File: src/rtl/core/spf_pkg.sv
// shared constants, types and the arctangent table of the strand polyline block
package spf_pkg;

   localparam int COORD_FRAC_BITS = 16;
   localparam int ANGLE_BITS      = 16;
   localparam int CORDIC_STEPS    = 16;

   localparam int ATAN_ENTRIES = 24;
   localparam int ATAN_IDX_W   = 5;
   localparam int STEP_W       = $clog2(CORDIC_STEPS);

   // word operation and frame vector select codes
   localparam logic       OP_LOAD      = 1'b0;
   localparam logic       OP_SEGMENT   = 1'b1;
   localparam logic [1:0] SEL_ROOT     = 2'd0;
   localparam logic [1:0] SEL_NORMAL   = 2'd1;
   localparam logic [1:0] SEL_TANGENT  = 2'd2;
   localparam logic [1:0] SEL_BINORMAL = 2'd3;

   // phase keeps only the top angle bits of a 32-bit turn
   localparam logic [31:0] PHASE_MASK = ~((32'd1 << (32 - ANGLE_BITS)) - 32'd1);
   localparam logic [31:0] CORDIC_K   = 32'h26DD3B6A;

   // divider numerator is a 32-bit magnitude shifted up by the fraction bits
   localparam int NUM_W = 32 + COORD_FRAC_BITS;
   localparam int DIV_CNT_W = $clog2(NUM_W);

   // sine and cosine word from the rotation unit
   typedef struct packed {
      logic [31:0] sin_val;
      logic [31:0] cos_val;
   } sincos_type;

   // arctangent of 2^-i in 2^-32 turn
   function automatic logic [31:0] atan_turn(input logic [ATAN_IDX_W-1:0] idx);
      logic [31:0] v;
      unique case (idx)
         5'd0:  v = 32'h20000000;
         5'd1:  v = 32'h12E4051E;
         5'd2:  v = 32'h09FB385B;
         5'd3:  v = 32'h051111D4;
         5'd4:  v = 32'h028B0D43;
         5'd5:  v = 32'h0145D7E1;
         5'd6:  v = 32'h00A2F61E;
         5'd7:  v = 32'h00517C55;
         5'd8:  v = 32'h0028BE53;
         5'd9:  v = 32'h00145F2F;
         5'd10: v = 32'h000A2F98;
         5'd11: v = 32'h000517CC;
         5'd12: v = 32'h00028BE6;
         5'd13: v = 32'h000145F3;
         5'd14: v = 32'h0000A2F9;
         5'd15: v = 32'h0000517C;
         5'd16: v = 32'h000028BE;
         5'd17: v = 32'h0000145F;
         5'd18: v = 32'h00000A2F;
         5'd19: v = 32'h00000517;
         5'd20: v = 32'h0000028B;
         5'd21: v = 32'h00000145;
         5'd22: v = 32'h000000A2;
         5'd23: v = 32'h00000051;
         default: v = 32'h00000000;
      endcase
      return v & PHASE_MASK;
   endfunction

endpackage

File: src/rtl/core/spf_div.sv
// restoring divider, one quotient bit a cycle
module spf_div (
   input  logic                     clock,
   input  logic                     reset,
   input  logic                     start,
   input  logic [spf_pkg::NUM_W-1:0] numer,
   input  logic [31:0]              denom,
   output logic                     done,
   output logic [31:0]              quot
);

   logic [32:0]               rem_ff;
   logic [spf_pkg::NUM_W-1:0] quo_ff;
   logic [31:0]               den_ff;
   logic [spf_pkg::DIV_CNT_W-1:0] cnt_ff;
   logic                      busy_ff, done_ff;
   logic [32:0]               trial;
   logic                      ge;

   always_comb begin
      trial = {rem_ff[31:0], quo_ff[spf_pkg::NUM_W-1]};
      ge    = trial >= {1'b0, den_ff};
   end

   always_ff @(posedge clock) begin
      if (reset) begin
         busy_ff <= 1'b0;
         done_ff <= 1'b0;
         cnt_ff  <= '0;
      end else begin
         done_ff <= 1'b0;
         if (start) begin
            rem_ff  <= '0;
            quo_ff  <= numer;
            den_ff  <= denom;
            cnt_ff  <= '0;
            busy_ff <= 1'b1;
         end else if (busy_ff) begin
            rem_ff <= ge ? (trial - {1'b0, den_ff}) : trial;
            quo_ff <= {quo_ff[spf_pkg::NUM_W-2:0], ge};
            cnt_ff <= cnt_ff + 1'b1;
            if (cnt_ff == spf_pkg::DIV_CNT_W'(spf_pkg::NUM_W - 1)) begin
               busy_ff <= 1'b0;
               done_ff <= 1'b1;
            end
         end
      end
   end

   assign quot = quo_ff[31:0];
   assign done = done_ff;

endmodule

File: config.mk
export PLATFORM = sky130hd
export DESIGN_NAME = spf_div
export DESIGN_NICKNAME = d
export VERILOG_FILES = /design/src/rtl/core/spf_pkg.sv /design/src/rtl/core/spf_div.sv
export SDC_FILE = /design/constraint.sdc
export NUM_CORES = 1
export LEC_CHECK = 0
export ABC_CLOCK_PERIOD_IN_PS = 11300
export BUFFER_PORTS_ARGS = -buffer_cell sky130_fd_sc_hd__buf_2
export CAP_MARGIN = 20
export CELL_PAD_IN_SITES_DETAIL_PLACEMENT = 1
export CELL_PAD_IN_SITES_GLOBAL_PLACEMENT = 2
export CORE_UTILIZATION = 40
export CTS_CLUSTER_DIAMETER = 100
export DETAILED_ROUTE_END_ITERATION = 6
export PLACE_DENSITY = 0.95
export REMOVE_ABC_BUFFERS = 1
export SYNTH_ARGS = -nofsm -noshare
export SYNTH_HDL_FRONTEND = slang
export SYNTH_SLANG_ARGS = --single-unit
File: constraint.sdc
create_clock -name clock -period 11.3 [get_ports clock]
set_input_delay 1.13 -clock clock [delete_from_list [all_inputs] [get_ports clock]]
set_output_delay 1.13 -clock clock [all_outputs]
set_load 0.005 [all_outputs]
==> impl_metrics.ini <==
[route]
totalWireLength_um = 16500
drc = 0
wl_per_cell_um = 17.5
drtIter0Drc = 197
drtAntennaViolNets = 0
via_per_inst = 5.29
via_count = 4992
drt_pass1_iterations = 4

[placed_design]
dpl.cell_count = 912
hpwlAfterDp_um = 11600
port_buffers = 115
gp_congestion = 0.828

[sta]
holdWs_ps = 532
worst_pin_slew_ps = 978
report.final.slew_viol_count = 0
slew_headroom_pct = 34.8
fin_crit_ps = 3590
fin_crit_sh_pct = 31.8
tns_ps = 0
rsz0062_at_grt = no
fmax_mhz = 278
finalHoldViolations = 0
finalSetupViolCount = 0
fin_skew_ps = 11.5

[setup_path]
cp.arrival_ps = 3650
critPathLaunchType = input port
critPathKind = input port to flop
path_delay_family = buffers and inverters
critical_path_required_ps = 11350
cpPeakStageDelay_ps = 750
crit_top_cell = buf_4
cp-end-kind = flop
slowest_stage = nor2_4
path_cells = buf_2 > buf_4 > nor2_1 > nor2_4 > buf_4
cp_num_buf_inv = 3
path_max_fanout = 83

[clocking]
cts_made_buffers = 17
clk_latency_ps = 430
cts_setup_buffers = 0
cts_hold_buffers = 0
cts_tree = done
clk_pin_slew_ps = 50
cts_max_level = 4
cts.sinks = 120
cts-root-buf = clkbuf_16
clockBufferDepth = 2
cts_resized = 0

[finish]
final_nets = 828
instances_no_fill = 944
n_antenna_cell = 0
drive_gt1_share_pct = 28.5
final_util_pct = 47.9
syn2layout_area_growth_pct = 15.2

[logic_synthesis]
synth_area_um2 = 6990
synth_area_leaders = edfxtp_1 48%, mux2_2 7.6%, ha_1 5.9%
yosys.area.top_type = edfxtp_1
synth_commonest_cells = 112 x edfxtp_1, 77 x nor2_1, 47 x mux2_2
synth.yosys.warnings = 0
synth_most_common_cell = edfxtp_1
ys.flop_type = edfxtp_1
synth_top_area_share_pct = 48.1
synth_cell_types = 54
async_flop_share_pct = 0
syn_inst = 628
synth.avg_cell_area_um2 = 11.1
synth-edff-count = 112
ys_seq_elements = 120
ys_seq_area_share_pct = 50.4

[die]
dieWidth_um = 134
coreArea_um2 = 16800
die_h_um = 134
start_util_pct = 41.5
ios = 116
die_area_um2 = 18000
rows = 47

[global_routing]
track_usage_pct = 19.7
grt_pass1_wl_um = 27500
grt_max_degree = 84
gr-usage-met3_pct = 5.10
busiest_layer = met2
grtUsageMet2_pct = 34.1
antenna_found_initial = 1
grt_pass1_vias = 5514
grt_remaining_overflow = 0
met1_usage_pct = 23.5

[status]
outcome = finished, final reports clean

[run]
maxCapViolCount = 0

[pwr]
ir_worst_vdd_mv = 0.122
p_leak_nw = 3.30
p_total_mw = 1.34
powerDensity_nw_per_um2 = 166

[worst_hold_path]
hp-class = flop to flop
==> final timing paths <==
path              slack [ps]  cells after the start       from         end
hold reg to reg          530                      2  cnt_ff[5]   cnt_ff[5]
hold / removal           530                      2  cnt_ff[5]   cnt_ff[5]
setup / recovery        7710                      5      start  rem_ff[15]
setup reg to reg        7910                     10  rem_ff[4]  rem_ff[10]
==> kinds of logic (layout without fill, tap and decap cells) <==
| family | count (synthesis) | count (layout) | synth area share [%] |
|---|---|---|---|
| and+or+nand+nor | 168 | 168 | 11.2 |
| adders and majority gates | 34 | 34 | 6.20 |
| DFF | 120 | 120 | 50.4 |
| muxes | 59 | 59 | 9.29 |
| buffers and inverters | 91 | 187 | 7.04 |
| xor gates and xnor gates | 27 | 27 | 3.38 |
| AOI/OAI and AO/OA | 129 | 129 | 12.5 |
==> report_power, final <==
group / switching, mW / internal [mW]
Combinational: 0.173 / 0.126
Sequential: 0.0162 / 0.531
Clock: 0.212 / 0.281
==> layout make-up <==
class / count / area, µm²
Clock buffer: 19 / 433
Clock inverter: 13 / 96.3
Sequential cell: 120 / 3520
Timing Repair Buffer: 119 / 606
Fill cell: 1909 / 8770
Tap cell: 220 / 275
Inverter: 36 / 135
Multi-Input combinational cell: 417 / 2980
==> worst reg2reg max path, stage by stage (launching register included) <==
cell      delay (ps)
edfxtp_1         420
ha_1             410
o21a_1           210
o21ai_1          140
a31oi_2           90
o41ai_4          450
o21ai_2          180
a311oi_4         270
buf_4            550
mux2i_1          310
nor2_1            60
==> flip-flops by register name, indices dropped and copies added (netlist names) <==
name	cells
busy_ff	1
done	1
rem_ff	32
den_ff	32
quo_ff	48
cnt_ff	6
==> metal layers <==
| metal | vias to the layer above | share of wire, % |
|---|---|---|
| met5 | - | 0 |
| met3 | 29 | 4.9 |
| met1 | 2412 | 43 |
| met4 | 0 | 2.0 |
| met2 | 125 | 50 |
| li1 | 2426 | - |
==> through the flow <==
stage / area [µm²] / worst slack (ps)
floorplan: 6630 / 6270
finish: 8050 / 7710
CTS: 8050 / 7660
global route: 8050 / 7440
detailed placement: 7520 / 7210
global placement: 7520 / 7390
==> cells in the final DEF, fill, tap and decap left out, types with 3 or more instances in the layout <==
master	netlist	final
nand2b_1	5	5
o21a_1	5	5
buf_2	3	115
o21ai_0	20	20
and2_1	3	3
and4_1	6	6
o21bai_1	5	5
nor2_1	77	75
dfxtp_1	8	8
nand4_1	10	10
o211ai_1	4	4
nor2b_1	4	4
or3_1	4	4
clkbuf_16	0	17
edfxtp_1	112	112
mux2_2	47	47
nor3_1	8	8
ha_1	33	33
a21o_1	15	15
buf_4	33	4
nand2_1	32	32
and3_1	6	6
a21oi_1	45	45
clkinvlp_4	0	4
xnor2_1	13	13
a31oi_1	4	4
a211oi_1	4	4
nand3_1	7	7
inv_1	36	36
mux2i_1	12	12
inv_6	0	4
o31a_1	3	3
or2_2	3	3
xor2_1	14	14
a21boi_0	4	4
(Power assumes the default switching activity.)
