<file path="config.mk">
export PLATFORM = sky130hd
export DESIGN_NAME = spf_cordic
export DESIGN_NICKNAME = d
export VERILOG_FILES = /design/src/rtl/core/spf_pkg.sv /design/src/rtl/core/spf_cordic.sv
export SDC_FILE = /design/constraint.sdc
export NUM_CORES = 1
export LEC_CHECK = 0
export ABC_AREA = 1
export BUFFER_PORTS_ARGS = -buffer_cell sky130_fd_sc_hd__buf_2
export CORE_MARGIN = 5
export CORE_UTILIZATION = 57
export CTS_CLUSTER_SIZE = 40
export DETAILED_ROUTE_END_ITERATION = 10
export GPL_TIMING_DRIVEN = 0
export PLACE_DENSITY = 0.76
export SYNTH_ARGS = -nofsm -noshare
export SYNTH_HDL_FRONTEND = slang
export SYNTH_SLANG_ARGS = --single-unit
</file>
<file path="constraint.sdc">
create_clock -name clock -period 7.43 [get_ports clock]
set_clock_uncertainty 0.15 [all_clocks]
set_input_delay 1.1145 -clock clock [delete_from_list [all_inputs] [get_ports clock]]
set_output_delay 1.1145 -clock clock [all_outputs]
set_load 0.05 [all_outputs]
</file>
<file path="src/rtl/core/spf_pkg.sv">
// shared constants, types and the arctangent table of the strand polyline block
package spf_pkg;

   localparam int COORD_FRAC_BITS = 16;
   localparam int ANGLE_BITS      = 16;
   localparam int CORDIC_STEPS    = 16;

   localparam int ATAN_ENTRIES = 24;
   localparam int ATAN_IDX_W   = 5;
   localparam int STEP_W       = $clog2(CORDIC_STEPS);

   // word operation and frame vector select codes
   localparam logic       OP_LOAD      = 1'b0;
   localparam logic       OP_SEGMENT   = 1'b1;
   localparam logic [1:0] SEL_ROOT     = 2'd0;
   localparam logic [1:0] SEL_NORMAL   = 2'd1;
   localparam logic [1:0] SEL_TANGENT  = 2'd2;
   localparam logic [1:0] SEL_BINORMAL = 2'd3;

   // phase keeps only the top angle bits of a 32-bit turn
   localparam logic [31:0] PHASE_MASK = ~((32'd1 << (32 - ANGLE_BITS)) - 32'd1);
   localparam logic [31:0] CORDIC_K   = 32'h26DD3B6A;

   // divider numerator is a 32-bit magnitude shifted up by the fraction bits
   localparam int NUM_W = 32 + COORD_FRAC_BITS;
   localparam int DIV_CNT_W = $clog2(NUM_W);

   // sine and cosine word from the rotation unit
   typedef struct packed {
      logic [31:0] sin_val;
      logic [31:0] cos_val;
   } sincos_type;

   // arctangent of 2^-i in 2^-32 turn
   function automatic logic [31:0] atan_turn(input logic [ATAN_IDX_W-1:0] idx);
      logic [31:0] v;
      unique case (idx)
         5'd0:  v = 32'h20000000;
         5'd1:  v = 32'h12E4051E;
         5'd2:  v = 32'h09FB385B;
         5'd3:  v = 32'h051111D4;
         5'd4:  v = 32'h028B0D43;
         5'd5:  v = 32'h0145D7E1;
         5'd6:  v = 32'h00A2F61E;
         5'd7:  v = 32'h00517C55;
         5'd8:  v = 32'h0028BE53;
         5'd9:  v = 32'h00145F2F;
         5'd10: v = 32'h000A2F98;
         5'd11: v = 32'h000517CC;
         5'd12: v = 32'h00028BE6;
         5'd13: v = 32'h000145F3;
         5'd14: v = 32'h0000A2F9;
         5'd15: v = 32'h0000517C;
         5'd16: v = 32'h000028BE;
         5'd17: v = 32'h0000145F;
         5'd18: v = 32'h00000A2F;
         5'd19: v = 32'h00000517;
         5'd20: v = 32'h0000028B;
         5'd21: v = 32'h00000145;
         5'd22: v = 32'h000000A2;
         5'd23: v = 32'h00000051;
         default: v = 32'h00000000;
      endcase
      return v & PHASE_MASK;
   endfunction

endpackage

</file>
<file path="src/rtl/core/spf_cordic.sv">
// iterative rotation unit giving Q30 sine and cosine of a binary angle
module spf_cordic (
   input  logic                   clock,
   input  logic                   reset,
   input  logic                   start,
   input  logic [31:0]            phase,
   output logic                   done,
   output spf_pkg::sincos_type    result
);

   logic signed [32:0] x_ff, y_ff, z_ff;
   logic               flip_ff;
   logic               busy_ff, done_ff;
   logic [spf_pkg::STEP_W-1:0] cnt_ff;

   logic [31:0]        ph_m, ph_r;
   logic               flip;
   logic signed [32:0] dx, dy, ang;
   logic signed [32:0] sin_w, cos_w;

   // fold the left half plane onto the right one
   always_comb begin
      ph_m = phase & spf_pkg::PHASE_MASK;
      flip = (ph_m[31:30] == 2'd1) || (ph_m[31:30] == 2'd2);
      ph_r = flip ? (ph_m + 32'h80000000) : ph_m;
   end

   // one rotation step
   always_comb begin
      dx  = y_ff >>> cnt_ff;
      dy  = x_ff >>> cnt_ff;
      ang = {1'b0, spf_pkg::atan_turn(spf_pkg::ATAN_IDX_W'(cnt_ff))};
   end

   always_ff @(posedge clock) begin
      if (reset) begin
         busy_ff <= 1'b0;
         done_ff <= 1'b0;
         cnt_ff  <= '0;
      end else begin
         done_ff <= 1'b0;
         if (start) begin
            x_ff    <= {1'b0, spf_pkg::CORDIC_K};
            y_ff    <= '0;
            z_ff    <= {ph_r[31], ph_r};
            flip_ff <= flip;
            cnt_ff  <= '0;
            busy_ff <= 1'b1;
         end else if (busy_ff) begin
            if (!z_ff[32]) begin
               x_ff <= x_ff - dx;
               y_ff <= y_ff + dy;
               z_ff <= z_ff - ang;
            end else begin
               x_ff <= x_ff + dx;
               y_ff <= y_ff - dy;
               z_ff <= z_ff + ang;
            end
            cnt_ff <= cnt_ff + 1'b1;
            if (cnt_ff == spf_pkg::STEP_W'(spf_pkg::CORDIC_STEPS - 1)) begin
               busy_ff <= 1'b0;
               done_ff <= 1'b1;
            end
         end
      end
   end

   // undo the fold
   assign sin_w = flip_ff ? -y_ff : y_ff;
   assign cos_w = flip_ff ? -x_ff : x_ff;
   assign result.sin_val = sin_w[31:0];
   assign result.cos_val = cos_w[31:0];
   assign done = done_ff;

endmodule

</file>
==> impl_results.rst <==
.. list-table::
   :header-rows: 1

   * - Metric
     - Value
   * - Worst slack on hold paths
     - 0.455 ns
   * - Post-synthesis cell count
     - between 2k and 2.5k
   * - Prevailing post-synth register cell
     - sky130_fd_sc_hd__edfxtp_1
   * - Detailed router's first-iteration violation count
     - 2304
   * - Adder-cell share of the synthesized area
     - 8.26%
   * - Max-slew violation count
     - 0
   * - Number of buffers added on ports
     - 83
   * - Largest net degree at the start of global routing
     - 26
   * - Mux cell area share after synthesis
     - 0%
   * - Via count normalized by instance count
     - 6.19
   * - Most frequent cells in the layout
     - sky130_fd_sc_hd__nand2_1 (662), sky130_fd_sc_hd__nand3_1 (364), sky130_fd_sc_hd__inv_1 (230)
   * - Final WL
     - 57.7 mm
   * - Wire per inst
     - 20.4 um
   * - Number of core rows
     - 58
   * - Most common cell after layout, fill and taps aside
     - sky130_fd_sc_hd__nand2_1
   * - Final antenna diode count
     - 0
   * - Post-synth EDFFs
     - 84
   * - Fraction of the mapped netlist area in simple logic gates
     - around two fifths
   * - Via count of the first global-routing pass
     - 15.9k
   * - Kind of end point of the critical path
     - flop
   * - Setup TNS Final
     - 0 ns
   * - Number of endpoints with negative hold slack in the final report
     - 0
   * - Die area
     - 0.0290 mm^2
   * - Number of flip-flops and latches in the synthesized netlist
     - 104
   * - Post-route setup slack
     - 2.01 ns
   * - Signal arrival time at the worst endpoint
     - 5.40 ns
   * - Max Clock Freq
     - 184 MHz
   * - Result of the run
     - complete, no violations
   * - Synthesized area per cell
     - 6.12 um^2
   * - Slew at the pin with the worst max-slew slack
     - 1.21 ns
   * - Later-pin clock latency in the skew report
     - approximately 0.39 ns
   * - Yosys synthesis warning count
     - 0
   * - Starting density of the core
     - just under 60%
   * - Sink Count
     - 104
   * - DRC Markers
     - 0
   * - Met2 track demand over resource
     - 60.6%
   * - Layout Area Growth over Synthesis
     - 8.37%
   * - Power density normalized to cell area
     - 283 mW/mm^2
   * - CTS max path bufs
     - 2
   * - Async S/R FF share, synth
     - 0%
   * - Syn Nets
     - around 2.5k
   * - Period Utilization, post-route
     - around three quarters
   * - GRT Resource Usage Total
     - 38.9%
   * - Ranking of synthesized cells by area
     - sky130_fd_sc_hd__edfxtp_1 (17%), sky130_fd_sc_hd__nand2_1 (17%), sky130_fd_sc_hd__nand3_1 (12%), sky130_fd_sc_hd__ha_1 (7.9%), sky130_fd_sc_hd__inv_1 (5.9%)
   * - RSZ-0062 raised after global routing
     - no
   * - Setup slack after placement
     - around 2.3 ns
   * - Final setup fails
     - 0
   * - Vias after detailed routing
     - 17.5k
   * - Type of the worst min-delay path
     - flop to flop
   * - Clk pin slew, worst setup/hold paths
     - roughly 0.10 ns
   * - First-pass GRT wire length
     - 88.4 mm
   * - Global-route met3 utilization
     - 8.01%
   * - Dominant combinational cell family by area after synthesis
     - simple AND/OR/NAND/NOR gates
   * - Htree depth
     - 3
   * - CP Data Required Time
     - between 7 and 8 ns
   * - Number of buffers created by CTS
     - 9
   * - Cell accounting for the most synthesized area
     - sky130_fd_sc_hd__edfxtp_1
   * - Overall die height
     - 170 um
   * - TritonCTS clock tree
     - yes
   * - Routability-driven placement congestion ratio
     - 1.13
   * - Post-synth top area share
     - 17.2%
   * - Xor/xnor share of the synthesized area
     - 7.71%
   * - Quantity of gates resized following cts
     - 0
   * - Hold buffer count at CTS
     - 0
   * - Count of max-cap constraint violations
     - 0
   * - Element type at the critical path start
     - flop
   * - Placeable Area
     - 0.0253 mm^2
   * - Worst setup path category
     - flop to flop
   * - Seq/Total Area, Yosys
     - about 20%
   * - Share of post-route cells with drive strength above 1
     - 8.89%
   * - Maximum fanout along the worst path
     - 10
   * - M1 GR Usage
     - 52.7%
   * - Count of different cell masters after synthesis
     - 53
   * - Post-CTS Repair Setup Buffers
     - 0
   * - Busiest layer in global routing
     - met2
   * - PnR Total Power
     - 4.50 mW
   * - Tightest slew margin relative to the limit
     - 19.4%
   * - Count of TritonRoute iterations in the first routing pass
     - 9
   * - Cell area after synthesis
     - 0.0147 mm^2
   * - Library cell used as clock root buffer
     - sky130_fd_sc_hd__clkbuf_16
   * - Number of antenna violations at the first check in global routing
     - 1
   * - Minimum clock period
     - 5.42 ns
   * - Post-route ant nets
     - 0
   * - I/O pin count
     - 100
   * - Sum of overflow across all layers after global routing
     - 0
   * - Static Leak
     - 7.74 nW
   * - HPWL after DPL
     - 46.1 mm
   * - Final core area utilization
     - 62.9%
   * - Final nets
     - 2621
   * - Post-synthesis compound-gate area fraction
     - 14.2%
   * - Maximum vdd ir drop
     - ~0.19 mV
   * - Die extent in x
     - 170 um
critical path, stage by stage (launching register included):
cell	delay, ns
sky130_fd_sc_hd__edfxtp_1	0.37
sky130_fd_sc_hd__clkbuf_1	0.31
sky130_fd_sc_hd__inv_1	0.20
sky130_fd_sc_hd__clkbuf_1	0.64
sky130_fd_sc_hd__buf_1	0.74
sky130_fd_sc_hd__o21ai_0	0.35
sky130_fd_sc_hd__ha_1	0.36
sky130_fd_sc_hd__nand3_1	0.08
sky130_fd_sc_hd__nand3_1	0.16
sky130_fd_sc_hd__a21boi_0	0.38
sky130_fd_sc_hd__inv_1	0.07
sky130_fd_sc_hd__nand2_1	0.06
sky130_fd_sc_hd__nand2_1	0.16
sky130_fd_sc_hd__a21boi_0	0.35
sky130_fd_sc_hd__o21ai_0	0.23
sky130_fd_sc_hd__a21boi_0	0.33
sky130_fd_sc_hd__and2_1	0.18
sky130_fd_sc_hd__nor2_1	0.04
cells in the mapped netlist (all sizes together), types with 4 or more instances:
master / number
a21boi: 5
a21o: 10
a21oi: 148
a31oi: 19
buf: 55
clkbuf: 29
dfxtp: 20
edfxtp: 84
ha: 92
inv: 241
nand2: 675
nand3: 373
nand3b: 4
nand4: 16
nor2: 225
nor3: 33
nor4: 15
o211ai: 7
o21a: 15
o21ai: 148
o21bai: 7
o31ai: 7
or2: 19
xnor2: 35
xor2: 94
through the flow:
| stage | instances | cell area, um^2 |
|---|---|---|
| floorplan | 2394 | 14700 |
| global placement | 2807 | 15500 |
| detailed placement | 2810 | 15600 |
| CTS | 2826 | 15900 |
| global route | 2826 | 15900 |
| finish | 2826 | 15900 |
report_power, final:
part / internal (mW) / total (mW) / leakage, nW / switching, mW
clock network: 0.247 / 0.546 / 0.154 / 0.299
logic: 0.924 / 3.01 / 6.62 / 2.09
registers: 0.772 / 0.942 / 0.965 / 0.170
routing by layer:
| layer | vias to the layer above | part of all wire [%] |
|---|---|---|
| li1 | 8205 | - |
| met1 | 7940 | 40 |
| met2 | 1153 | 43 |
| met3 | 196 | 12 |
| met4 | 0 | 4.9 |
| met5 | - | 0 |
state kept, by name (all words and copies together) (netlist names):
register / count
y_ff: 33
x_ff: 33
done: 1
z_ff: 17
ang: 14
flip_ff: 1
busy_ff: 1
cnt_ff: 4
layout make-up:
type | count | area (um^2)
Buffer | 84 | 443
Clock buffer | 9 | 225
Clock inverter | 7 | 93.8
Fill cell | 2432 | 9370
Inverter | 243 | 917
Multi-Input combinational cell | 1963 | 10400
Sequential cell | 104 | 2920
Tap cell | 330 | 413
Timing Repair Buffer | 86 | 483
path summary, 6_finish.rpt:
kind | slack (ns) | depth (start not counted) | start | endpoint
setup / recovery | 2.01 | 17 | z_ff[32] | x_ff[21]
hold / removal | 0.46 | 2 | busy_ff | cnt_ff[1]
setup reg to reg | 2.01 | 17 | z_ff[32] | x_ff[21]
hold reg to reg | 0.46 | 2 | busy_ff | cnt_ff[1]
cells by family after synthesis:
kind of cell | after synthesis
XOR/XNOR | 129
buffers and inverters | 327
flip-flops | 104
AND/OR/NAND/NOR | 1366
adder cells (fa/ha/maj) | 95
AO/OA/AOI/OAI | 373
Note: power is estimated with default switching activity, not from simulation.
