$ cat src/rtl/core/spf_sqrt.sv
// bit-pair integer square root of a 64-bit sum of squares
module spf_sqrt (
   input  logic        clock,
   input  logic        reset,
   input  logic        start,
   input  logic [63:0] radicand,
   output logic        done,
   output logic [31:0] root
);

   logic [63:0] s_ff, root_ff, bit_ff;
   logic [4:0]  cnt_ff;
   logic        busy_ff, done_ff;
   logic [63:0] trial;

   assign trial = root_ff + bit_ff;

   always_ff @(posedge clock) begin
      if (reset) begin
         busy_ff <= 1'b0;
         done_ff <= 1'b0;
         cnt_ff  <= '0;
      end else begin
         done_ff <= 1'b0;
         if (start) begin
            s_ff    <= radicand;
            root_ff <= '0;
            bit_ff  <= 64'd1 << 62;
            cnt_ff  <= '0;
            busy_ff <= 1'b1;
         end else if (busy_ff) begin
            // one result bit a cycle
            if (s_ff >= trial) begin
               s_ff    <= s_ff - trial;
               root_ff <= (root_ff >> 1) + bit_ff;
            end else begin
               root_ff <= root_ff >> 1;
            end
            bit_ff <= bit_ff >> 2;
            cnt_ff <= cnt_ff + 5'd1;
            if (cnt_ff == 5'd31) begin
               busy_ff <= 1'b0;
               done_ff <= 1'b1;
            end
         end
      end
   end

   assign root = root_ff[31:0];
   assign done = done_ff;

endmodule

$ cat config.mk
export PLATFORM = sky130hd
export DESIGN_NAME = spf_sqrt
export DESIGN_NICKNAME = d
export VERILOG_FILES = /design/src/rtl/core/spf_sqrt.sv
export SDC_FILE = /design/constraint.sdc
export NUM_CORES = 1
export LEC_CHECK = 0
export ABC_AREA = 1
export BUFFER_PORTS_ARGS = -buffer_cell sky130_fd_sc_hd__clkbuf_2
export CORE_UTILIZATION = 60
export CTS_BUF_LIST = sky130_fd_sc_hd__clkbuf_8
export DETAILED_ROUTE_END_ITERATION = 16
export GPL_TIMING_DRIVEN = 0
export PLACE_DENSITY = 0.83
export SYNTH_ARGS = -nofsm -noshare
export SYNTH_HDL_FRONTEND = slang
export SYNTH_SLANG_ARGS = --single-unit
export TNS_END_PERCENT = 1
$ cat constraint.sdc
create_clock -name clock -period 18.8 [get_ports clock]
set_input_delay 1.88 -clock clock [delete_from_list [all_inputs] [get_ports clock]]
set_output_delay 1.88 -clock clock [all_outputs]
set_load 0.02 [all_outputs]
==> impl_results.md, run 1 <==
- Run status: completed
- Worst Setup End Kind: register
- Layout Cells excl Fill: 4100
- Switching Power: 917 µW
- Flop-to-flop setup slack: 13.25 ns
- Worst setup path category: reg2reg
- Worst hold stages: 2
- First-pass GRT wire length: 110000 µm
- WP buf/inv: 1
- Worst slew pin tran: 0.982 ns
- Post-DRT Antenna Nets: 0
- CP top delay family: simple AND/OR/NAND/NOR gates
- Static leakage: 0.0117 µW
- Delay of the slowest cell on the worst path: 0.72 ns
- Register area share after synthesis: 24.0%
- Number of I/O port buffers: 99
- Largest net degree at the start of global routing: 65
- Ys Warns: 0
- CTS Hold Bufs: 0
- Via count: 22.6k
- Worst skew pair latency: 0.55 ns
- PwrDens: 83.8 nW/µm²
- Synth Area per Inst: 5.85 µm²
- Clk buf depth: 2
- Comb pwr share: 56.4%
- DRT Pass-1 Iters: 7
- FP Rows: 67
- H-tree levels: 4
- Hold WC Path Type: reg2reg
- Boundary Pins: 100
- Core area: 33600 µm²
- Max cap viols: 0
- Crit path max fanout: 64
- Slew Limit Fails: 0
- Clk root buf: clkbuf_8
- Overflow after GRT: 0
- Top-count cell post-synth: nand2_1
- Top cells by count, synth: nand2_1, inv_1, nor2_1
- Area growth, synth to finish: 7.47%
- CTS Sinks: 167
- Routability congestion estimate: 1.03
- Chip height: 187 µm
- Hold Path Origin: cnt_ff[4]
- Vias in the first global route: 20.9k
- Final setup fails: 0
- Synth Register Bits: 167
- Clock buffer count from CTS: 17
- Drc violations: 0
- CP Data Required Time: 18.97 ns
- Post-synth top area cell: nand2_1
- Die X-Extent: 187 µm
- Share of layout cells above drive strength 1: 6.30%
- Clock share of power: 15.1%
- Reg2Reg Depth: 19
- Synth cell types: 44
- Syn Nets: 3718
- Crit-path cells: ha_1 -> nand2_1 -> o21ai_1 -> nand2_1 -> nand2_1 -> nor2_1 -> o21ai_0 -> xnor2_1 -> ha_1 -> nand2_1 -> nor2_1 -> nand2_1 -> nor2_2 -> nand4_1 -> nand3_1 -> nand2_2 -> nand2_2 -> o21ai_0 -> inv_4
- Drt via density: 5.51
- Die area: 35000 µm²
- Sw frac: 49.5%
- Tcrit/Tclk final: 29.5%
- Reg2reg end: s_ff[49]
- WHS Endpoint: cnt_ff[4]
- WL per Instance: 17.5 µm
- Ys flop type: edfxtp_1
- CP Launch Type: register
- Total setup buffers inserted after CTS: 0
- RSZ-0062 raised after global routing: false
- Worst-path clk slew: 0.10 ns
- Drt first-iter violations: 2028
- Flop pwr share: 28.5%
- Final min period: 5.55 ns
- CTS tree: yes
- CP arrival: 5.72 ns
- Critical path's slowest cell: inv_4
- DRT Wirelength: 71900 µm
- Fin Clk Skew: 0.0186 ns
- Post-synth EDFFs: 160
- Post-synth top area share: 26.1%
- Reg2Reg Launch Point: root_ff[10]
- Share of flip-flops with an asynchronous set or reset: 0%
- Synth area leaders: nand2_1, edfxtp_1, inv_1
- Setup TNS: 0 ns
- Synthesized instance count: 3518
- Max Fclk: 180 MHz
- Initial Util: 61.2%
- Synthesized area: 20600 µm²
- Cell-internal power: 936 µW
- Tot GR Track Use: 40.9%
- Placed cell count: 4068
- Final hold vios: 0
- Final Util: 65.8%
- DP Wirelength: 59400 µm
- Nets: 3839
- Antenna violations before repair: 1
- N_diodes: 0
- Peak supply drop: 0.0562 mV
- Post-CTS sizing: 0
- Worst slew margin: 34.4%
- Most frequent CP cell: nand2_1
## per-stage QoR
| stage | total power [µW] | hold slack, ns | cell area, µm² | setup slack, ns |
|---|---|---|---|---|
| floorplan | 1270 | 0.445 | 20600 | 9.36 |
| global placement | 1530 | 0.458 | 21600 | 5.43 |
| detailed placement | 1550 | 0.471 | 21700 | 12.94 |
| CTS | 1820 | 0.485 | 22100 | 13.43 |
| global route | 1990 | 0.527 | 22100 | 12.99 |
| finish | 1850 | 0.490 | 22100 | 13.25 |
## how the worst max path moves through the flow
stage / startpoint / to / slack [ns] / cells after the start
6_report: root_ff[10] / s_ff[49] / 13.25 / 19
2_1_floorplan: start / s_ff[0] / 9.36 / 5
4_1_cts: root_ff[10] / s_ff[49] / 13.43 / 19
5_1_grt: root_ff[26] / s_ff[49] / 12.99 / 21
3_5_place_dp: start / s_ff[5] / 12.94 / 8
3_3_place_gp: start / s_ff[5] / 5.43 / 6
## routing by layer
layer	up-vias	wire (µm)	track usage, %
met5	-	11	0
met4	2	5030	26.6
met3	237	6490	5.42
met2	1081	32300	67.0
met1	10000	28000	50.6
li1	11300	-	-
## cells in the final DEF, fill, tap and decap left out, drive strengths merged, types with 12 or more instances in the layout
| cell | synthesis | routed |
|---|---|---|
| nand2 | 1450 | 1450 |
| inv | 569 | 580 |
| nor2 | 345 | 345 |
| nand3 | 214 | 214 |
| edfxtp | 160 | 160 |
| a21oi | 147 | 147 |
| clkbuf | 25 | 141 |
| o21ai | 135 | 135 |
| ha | 132 | 132 |
| xnor2 | 58 | 58 |
| buf | 51 | 54 |
| nor3 | 46 | 46 |
| xor2 | 45 | 45 |
| nand3b | 29 | 29 |
| nand4 | 27 | 27 |
| o21bai | 20 | 20 |
| nor4 | 12 | 12 |
| or2 | 12 | 12 |
## sequential cells by signal, summed over array words and instances, names as in the netlist
name / flops
s_ff: 64
bit_ff: 32
root_ff: 64
cnt_ff: 5
done: 1
busy_ff: 1
## power by group through the flow
stage / Clock [µW] / Sequential (µW) / Combinational [µW]
global route: 291 / 531 / 1160
CTS: 278 / 524 / 1020
floorplan: 0 / 512 / 759
global placement: 0 / 535 / 996
finish: 280 / 527 / 1040
detailed placement: 0 / 531 / 1010
## worst min-delay path: cells and delay by family, from the launching register on
family | cells | cell delay (ns)
flip-flops | 1 | 0.33
AND/OR/NAND/NOR | 1 | 0.06
AO/OA/AOI/OAI | 1 | 0.05
## final cells by class
class | instances | area (µm²)
Clock buffer | 17 | 234
Fill cell | 3352 | 11500
Clock inverter | 15 | 158
Timing Repair Buffer | 102 | 571
Inverter | 571 | 2150
Multi-Input combinational cell | 2704 | 13000
Sequential cell | 167 | 4940
Tap cell | 448 | 561
Buffer | 76 | 465
## cells by family (layout without fill, tap and decap cells)
group / count (synthesis) / after routing / share of synthesized area (%)
and+or+nand+nor: 2148 / 2148 / 42.5
buffers and inverters: 647 / 781 / 12.7
AOI/OAI and AO/OA: 320 / 320 / 8.32
DFF: 167 / 167 / 24.0
adders and majority gates: 133 / 133 / 8.13
xor gates and xnor gates: 103 / 103 / 4.38
Note: power is estimated with default switching activity, not from simulation.
==> inputs of run 2 (changes only) <==
ABC_AREA = 0   (was 1)
PLACE_DENSITY = 0.84   (was 0.83)
clock period = 5.55 ns   (was 18.8 ns; I/O delays follow)
==> run 2 against run 1 <==
Effect of this change:
- the flow now finishes with violations (negative setup slack)
- utilization up 5.7 points
- area after synthesis is 26% lower
- count of clock-buffer cells in the layout unchanged
- global-route usage shrank 5.7 points
- clock skew grew 0.0029 ns
- wire length fell by 36%
- worst setup slack got worse by 14 ns
==> impl_results.md, run 2 <==
- Run status: finished, violations left (was completed)
- Failing checks: negative setup slack
- Fin Clk Skew: 0.0215 ns (was 0.0186 ns)
- Tcrit/Tclk final: 109% (was 29.5%)
- DP Wirelength: 33600 µm (was 59400 µm)
- H-tree levels: 4 (unchanged)
- Worst hold stages: 2 (unchanged)
- CTS Sinks: 167 (unchanged)
- WHS Endpoint: busy_ff (was cnt_ff[4])
- RSZ-0062 raised after global routing: true (was false)
- WP buf/inv: 6 (was 1)
- Hold Path Origin: reset (was cnt_ff[4])
- Clock buffer count from CTS: 17 (unchanged)
- Most frequent cells in the layout: nand2_1, edfxtp_1, o21ai_0 (was nand2_1, inv_1, nor2_1)
- Final Util: 71.5% (was 65.8%)
- Number of I/O port buffers: 99 (unchanged)
- Reg2Reg Depth: 25 (was 19)
- Worst skew pair latency: 0.50 ns (was 0.55 ns)
- Overflow after GRT: 0 (unchanged)
- Drc violations: 0 (unchanged)
- Reg2reg end: s_ff[62] (was s_ff[49])
- Core area: 24500 µm² (was 33600 µm²)
- Synth cell types: 75 (was 44)
- Worst slew margin: 33.4% (was 34.4%)
- Via count: 14.5k (was 22.6k)
- Final hold vios: 0 (unchanged)
- CP arrival: 6.29 ns (was 5.72 ns)
- Post-synth top area cell: edfxtp_1 (was nand2_1)
- CP top delay family: compound AO/OA/AOI/OAI gates (was simple AND/OR/NAND/NOR gates)
- Reg2Reg Launch Point: bit_ff[20] (was root_ff[10])
- Sw frac: 43.3% (was 49.5%)
- Share of layout cells above drive strength 1: 18.4% (was 6.30%)
- Synth Register Bits: 167 (unchanged)
- Post-Place Setup Slack: -1.56 ns (was 12.94 ns)
- First-pass GRT wire length: 71600 µm (was 110000 µm)
- Synth Area per Inst: 8.64 µm² (was 5.85 µm²)
- Top cells by count, synth: nand2_1, o21ai_0, edfxtp_1 (was nand2_1, inv_1, nor2_1)
- DRT Pass-1 Iters: 7 (unchanged)
- Crit path max fanout: 14 (was 64)
- Top-count cell post-synth: nand2_1 (unchanged)
- Delay of the slowest cell on the worst path: 0.48 ns (was 0.72 ns)
- CP Launch Type: register (unchanged)
- Clk root buf: clkbuf_8 (unchanged)
- Most common cell after layout, fill and taps aside: nand2_1 (unchanged)
- Critical path's slowest cell: o41a_1 (was inv_4)
- # fillers: 1917 (was 3352)
- Worst setup path category: reg2reg (unchanged)
- Worst slew pin tran: 0.998 ns (was 0.982 ns)
- CP Data Required Time: 5.80 ns (was 18.97 ns)
- Nets: 2119 (was 3839)
- Largest regs: root_ff (64), s_ff (64), bit_ff (32) (unchanged)
- Die area: 25900 µm² (was 35000 µm²)
- Final setup margin: -0.494 ns (was 13.25 ns)
- Final setup fails: 138 (was 0)
- Chip height: 161 µm (was 187 µm)
- PwrDens: 333 nW/µm² (was 83.8 nW/µm²)
- Worst Setup End Kind: register (unchanged)
- Drt via density: 6.45 (was 5.51)
- Flop-to-flop setup slack: -0.49 ns (was 13.25 ns)
- Peak supply drop: 0.184 mV (was 0.0562 mV)
- Die X-Extent: 161 µm (was 187 µm)
- Initial Util: 61.8% (was 61.2%)
- Static leakage: 0.00688 µW (was 0.0117 µW)
- Synth area leaders: edfxtp_1, ha_1, nand2_1 (was nand2_1, edfxtp_1, inv_1)
- Routability congestion estimate: 1.01 (was 1.03)
- Synthesized area: 15200 µm² (was 20600 µm²)
- Vias in the first global route: 14.0k (was 20.9k)
- Slew Limit Fails: 0 (unchanged)
- CTS Hold Bufs: 0 (unchanged)
- Post-DRT Antenna Nets: 0 (unchanged)
- Share of flip-flops with an asynchronous set or reset: 0% (unchanged)
- Ys Warns: 0 (unchanged)
- Hold WC Path Type: in2reg (was reg2reg)
- CTS tree: yes (unchanged)
- Drt first-iter violations: 1548 (was 2028)
- WL per Instance: 20.4 µm (was 17.5 µm)
- Max Fclk: 165 MHz (was 180 MHz)
- Antenna violations before repair: 0 (was 1)
- N_diodes: 0 (unchanged)
- Max cap viols: 0 (unchanged)
- Placed cell areas: 16300 µm² (was 21700 µm²)
- Flop pwr share: 29.8% (was 28.5%)
- Ys flop type: edfxtp_1 (unchanged)
- DRT Wirelength: 46100 µm (was 71900 µm)
- Register area share after synthesis: 32.6% (was 24.0%)
- Post-synth EDFFs: 160 (unchanged)
- Largest net degree at the start of global routing: 32 (was 65)
- FP Rows: 57 (was 67)
- Post-synth top area share: 31.7% (was 26.1%)
- Clk buf depth: 2 (unchanged)
- Clock share of power: 16.9% (was 15.1%)
- Final min period: 6.04 ns (was 5.55 ns)
- Synthesized instance count: 1755 (was 3518)
- Cell-internal power: 3310 µW (was 936 µW)
- Area growth, synth to finish: 15.6% (was 7.47%)
- Comb pwr share: 53.3% (was 56.4%)
- Syn Nets: 1955 (was 3718)
- Overall power: 5840 µW (was 1850 µW)
- Switching Power: 2530 µW (was 917 µW)
- Design area: 17500 µm² (was 22100 µm²)
- Worst-path clk slew: 0.11 ns (was 0.10 ns)
- Boundary Pins: 100 (unchanged)
- Tot GR Track Use: 35.2% (was 40.9%)
-- run 2: metal layers --
layer	vias up	global-route usage, %	wire (µm)
met1	6868	42.4	18200
met3	184	5.37	3330
li1	6808	-	-
met5	-	0	0
met4	0	23.4	2940
met2	684	58.6	21600
-- run 2: stage by stage --
step           hold slack [ns]  cells  TNS [ns]
2_1_floorplan            0.467   1755   -273.22
3_3_place_gp             0.483   2178   -529.90
3_5_place_dp             0.492   2183   -149.89
4_1_cts                  0.279   2256    -20.04
5_1_grt                  0.290   2256    -62.28
6_report                 0.287   2256    -46.53
-- run 2: area by class of cell --
class                           count  area (µm²)  area share (%)
Multi-Input combinational cell   1455       10000            57.2
Sequential cell                   167        4940            28.2
Timing Repair Buffer              152        1060            6.03
Buffer                             88         546            3.11
Tap cell                          324         405            2.31
Clock buffer                       17         234            1.33
Clock inverter                     15         186            1.06
Inverter                           38         143           0.813
-- run 2: repair_timing --
action / in CTS / in global routing
resized for setup: 71 / 35
endpoints found under the setup margin: 144 / 150
cloned: 2 / 0
pin swaps: 31 / 11
setup buffers: 44 / 2
-- run 2: how the worst max path moves through the flow --
stage	startpoint	to	slack, ns	cells past startpoint
after floorplan	root_ff[2]	s_ff[0]	-4.27	22
after global placement	root_ff[0]	s_ff[52]	-7.46	21
after detailed placement	root_ff[0]	s_ff[54]	-1.56	27
after CTS	root_ff[16]	s_ff[62]	-0.30	25
after global routing	root_ff[18]	s_ff[62]	-0.57	25
final	bit_ff[20]	s_ff[62]	-0.49	25
-- run 2: cells by family (layout without fill, tap and decap cells) --
family / after synthesis / in the layout / share of synthesized area, %
compound gates: 579 / 579 / 24.5
mux: 6 / 6 / 0.429
xor+xnor: 170 / 170 / 9.82
buf+inv: 133 / 310 / 4.22
simple gates: 567 / 567 / 17.4
fa+ha+maj: 133 / 133 / 11.0
flops: 167 / 167 / 32.6
-- run 2: power groups by stage --
stage,logic [µW],clock network [µW],registers [µW]
after CTS,2980,990,1730
final,3110,988,1740
after global routing,3370,1030,1750
after floorplan,2100,0,1730
after detailed placement,2760,0,1770
after global placement,2680,0,1790
==> inputs of run 3 (changes only) <==
TNS_END_PERCENT = 5   (was 1)
==> run 3 against run 2 <==
Effect of this change:
- the flow still finishes with violations (negative setup slack)
- design area rose by 2.7%
- worst hold slack improved by 0.0051 ns
- worst setup slack improved by 0.072 ns
- clock skew fell by 0.00056 ns
- count of clock-buffer cells in the layout did not move
- wire length rose by 1.9%
- highest routed layer unchanged
==> impl_results.md, run 3 (same netlist as run 2, synthesis figures left out) <==
- Run status: finished, violations left (unchanged)
- Failing checks: negative setup slack (unchanged)
- Via count: 14.9k (was 14.5k)
- Static leakage: 0.00709 µW (was 0.00688 µW)
- Crit path max fanout: 7 (was 14)
- Drt via density: 6.54 (was 6.45)
- CP arrival: 6.19 ns (was 6.29 ns)
- CP Data Required Time: 5.77 ns (was 5.80 ns)
- Chip height: 161 µm (unchanged)
- Worst slew pin tran: 1.03 ns (was 0.998 ns)
- Final setup fails: 136 (was 138)
- Worst setup path category: reg2reg (unchanged)
- Final hold vios: 0 (unchanged)
- Tcrit/Tclk final: 108% (was 109%)
- Most common cell after layout, fill and taps aside: nand2_1 (unchanged)
- Largest regs: root_ff (64), s_ff (64), bit_ff (32) (unchanged)
- Critical path's slowest cell: or4_4 (was o41a_1)
- Worst skew pair latency: 0.50 ns (about the same)
- Fin Clk Skew: 0.0209 ns (was 0.0215 ns)
- PwrDens: 333 nW/µm² (about the same)
- DRT Pass-1 Iters: 7 (unchanged)
- Post-Place Setup Slack: -1.60 ns (was -1.56 ns)
- Most frequent cells in the layout: nand2_1, edfxtp_1, o21ai_0 (unchanged)
- Vias in the first global route: 14.1k (was 14.0k)
- Number of I/O port buffers: 99 (unchanged)
- Largest net degree at the start of global routing: 33 (was 32)
- Placed cell areas: 16300 µm² (about the same)
- Final setup margin: -0.422 ns (was -0.494 ns)
- Share of layout cells above drive strength 1: 20.5% (was 18.4%)
- CP Launch Type: register (unchanged)
- Post-DRT Antenna Nets: 0 (unchanged)
- CTS tree: yes (unchanged)
- Clk buf depth: 2 (unchanged)
- Final min period: 5.97 ns (was 6.04 ns)
- Worst Setup End Kind: register (unchanged)
- RSZ-0062 raised after global routing: true (unchanged)
- CTS Hold Bufs: 0 (unchanged)
- CTS Sinks: 167 (unchanged)
- Clock buffer count from CTS: 17 (unchanged)
- Routability congestion estimate: 1.00 (was 1.01)
- Design area: 18000 µm² (was 17500 µm²)
- Hold WC Path Type: in2reg (unchanged)
- Worst hold stages: 2 (unchanged)
- Die X-Extent: 161 µm (unchanged)
- WHS Endpoint: busy_ff (unchanged)
- Slew Limit Fails: 0 (unchanged)
- Overflow after GRT: 0 (unchanged)
- Die area: 25900 µm² (unchanged)
- Delay of the slowest cell on the worst path: 0.54 ns (was 0.48 ns)
- Hold Path Origin: reset (unchanged)
- Drt first-iter violations: 1448 (was 1548)
- Worst slew margin: 31.1% (was 33.4%)
- DP Wirelength: 33400 µm (was 33600 µm)
- Max cap viols: 0 (unchanged)
- Peak supply drop: 0.205 mV (was 0.184 mV)
- Reg2Reg Launch Point: root_ff[16] (was bit_ff[20])
- Nets: 2139 (was 2119)
- Antenna violations before repair: 0 (unchanged)
- Worst-path clk slew: 0.11 ns (about the same)
- Max Fclk: 167 MHz (was 165 MHz)
- Initial Util: 61.8% (unchanged)
- Clk root buf: clkbuf_8 (unchanged)
- FP Rows: 57 (unchanged)
- N_diodes: 0 (unchanged)
- First-pass GRT wire length: 72100 µm (was 71600 µm)
- Reg2reg end: s_ff[56] (was s_ff[62])
- WL per Instance: 20.6 µm (was 20.4 µm)
- Boundary Pins: 100 (unchanged)
- Reg2Reg Depth: 25 (unchanged)
- Drc violations: 0 (unchanged)
- Core area: 24500 µm² (unchanged)
- H-tree levels: 4 (unchanged)
- DRT Wirelength: 47000 µm (was 46100 µm)
- Tot GR Track Use: 35.4% (was 35.2%)
- Flop-to-flop setup slack: -0.42 ns (was -0.49 ns)
- Area growth, synth to finish: 18.8% (was 15.6%)
- Most frequent CP cell: buf_12
## run 3: cell count changes in the layout (fill, tap and decap cells not counted), sizes merged
cell	previous run	this run
buf	99	121
clkinv	3	4
bufinv	3	2
clkbuf	158	156
## run 3: repair_timing
item | in CTS | in global routing
endpoints found under the setup margin | 144 | 155
buffers inserted | 42 | 22
gates resized for setup | 76 | 97
cloned | 4 | 1
pin swaps | 37 | 40
## run 3: final cells by class
class                   instances  area [µm²]
clock inverters                15         184
clock buffers                  17         234
repair buffers                173        1270
multi-input cells            1455       10200
fillers                      1813        6520
well taps                     324         405
flip-flops and latches        167        4940
plain buffers                  87         592
inverters                      38         143
## run 3: worst max-delay path: cells and delay by family (launching register included)
family	cells	cell delay [ns]
buf+inv	6	0.81
simple gates	6	1.52
compound gates	10	2.02
fa+ha+maj	2	0.65
xor+xnor	1	0.17
flops	1	0.49
## run 3: worst max-delay path by stage
stage | start | to | slack [ns] | depth (start not counted)
finish | root_ff[16] | s_ff[56] | -0.42 | 25
global route | root_ff[16] | root_ff[5] | -0.60 | 24
CTS | root_ff[16] | s_ff[59] | -0.32 | 25
detailed placement | root_ff[0] | s_ff[54] | -1.60 | 27
global placement | root_ff[0] | s_ff[52] | -7.44 | 21
floorplan | root_ff[2] | s_ff[0] | -4.26 | 22
## run 3: report_power, final
group          switching (µW)  leakage (µW)  internal, µW
sequential                139       0.00160          1600
combinational            1940       0.00528          1350
clock                     554      0.000206           420
total                    2630       0.00709          3370
## run 3: stage by stage
step / hold WS (ns) / utilization (%) / power [µW] / instances / setup TNS, ns
6_report: 0.292 / 73.4 / 6000 / 2276 / -41.74
5_1_grt: 0.303 / 73.4 / 6310 / 2276 / -67.68
4_1_cts: 0.289 / 71.2 / 5700 / 2255 / -31.38
3_5_place_dp: 0.503 / 66.4 / 4540 / 2183 / -157.07
3_3_place_gp: 0.484 / 65.9 / 4470 / 2178 / -530.20
2_1_floorplan: 0.467 / - / 3830 / 1755 / -272.41
## run 3: metal layers
layer | global-route usage, % | up-vias | part of all wire, %
li1 | - | 6854 | -
met1 | 42.6 | 6930 | 38
met2 | 59.5 | 898 | 48
met3 | 5.62 | 209 | 8.1
met4 | 21.8 | 0 | 6.1
met5 | 0 | - | 0
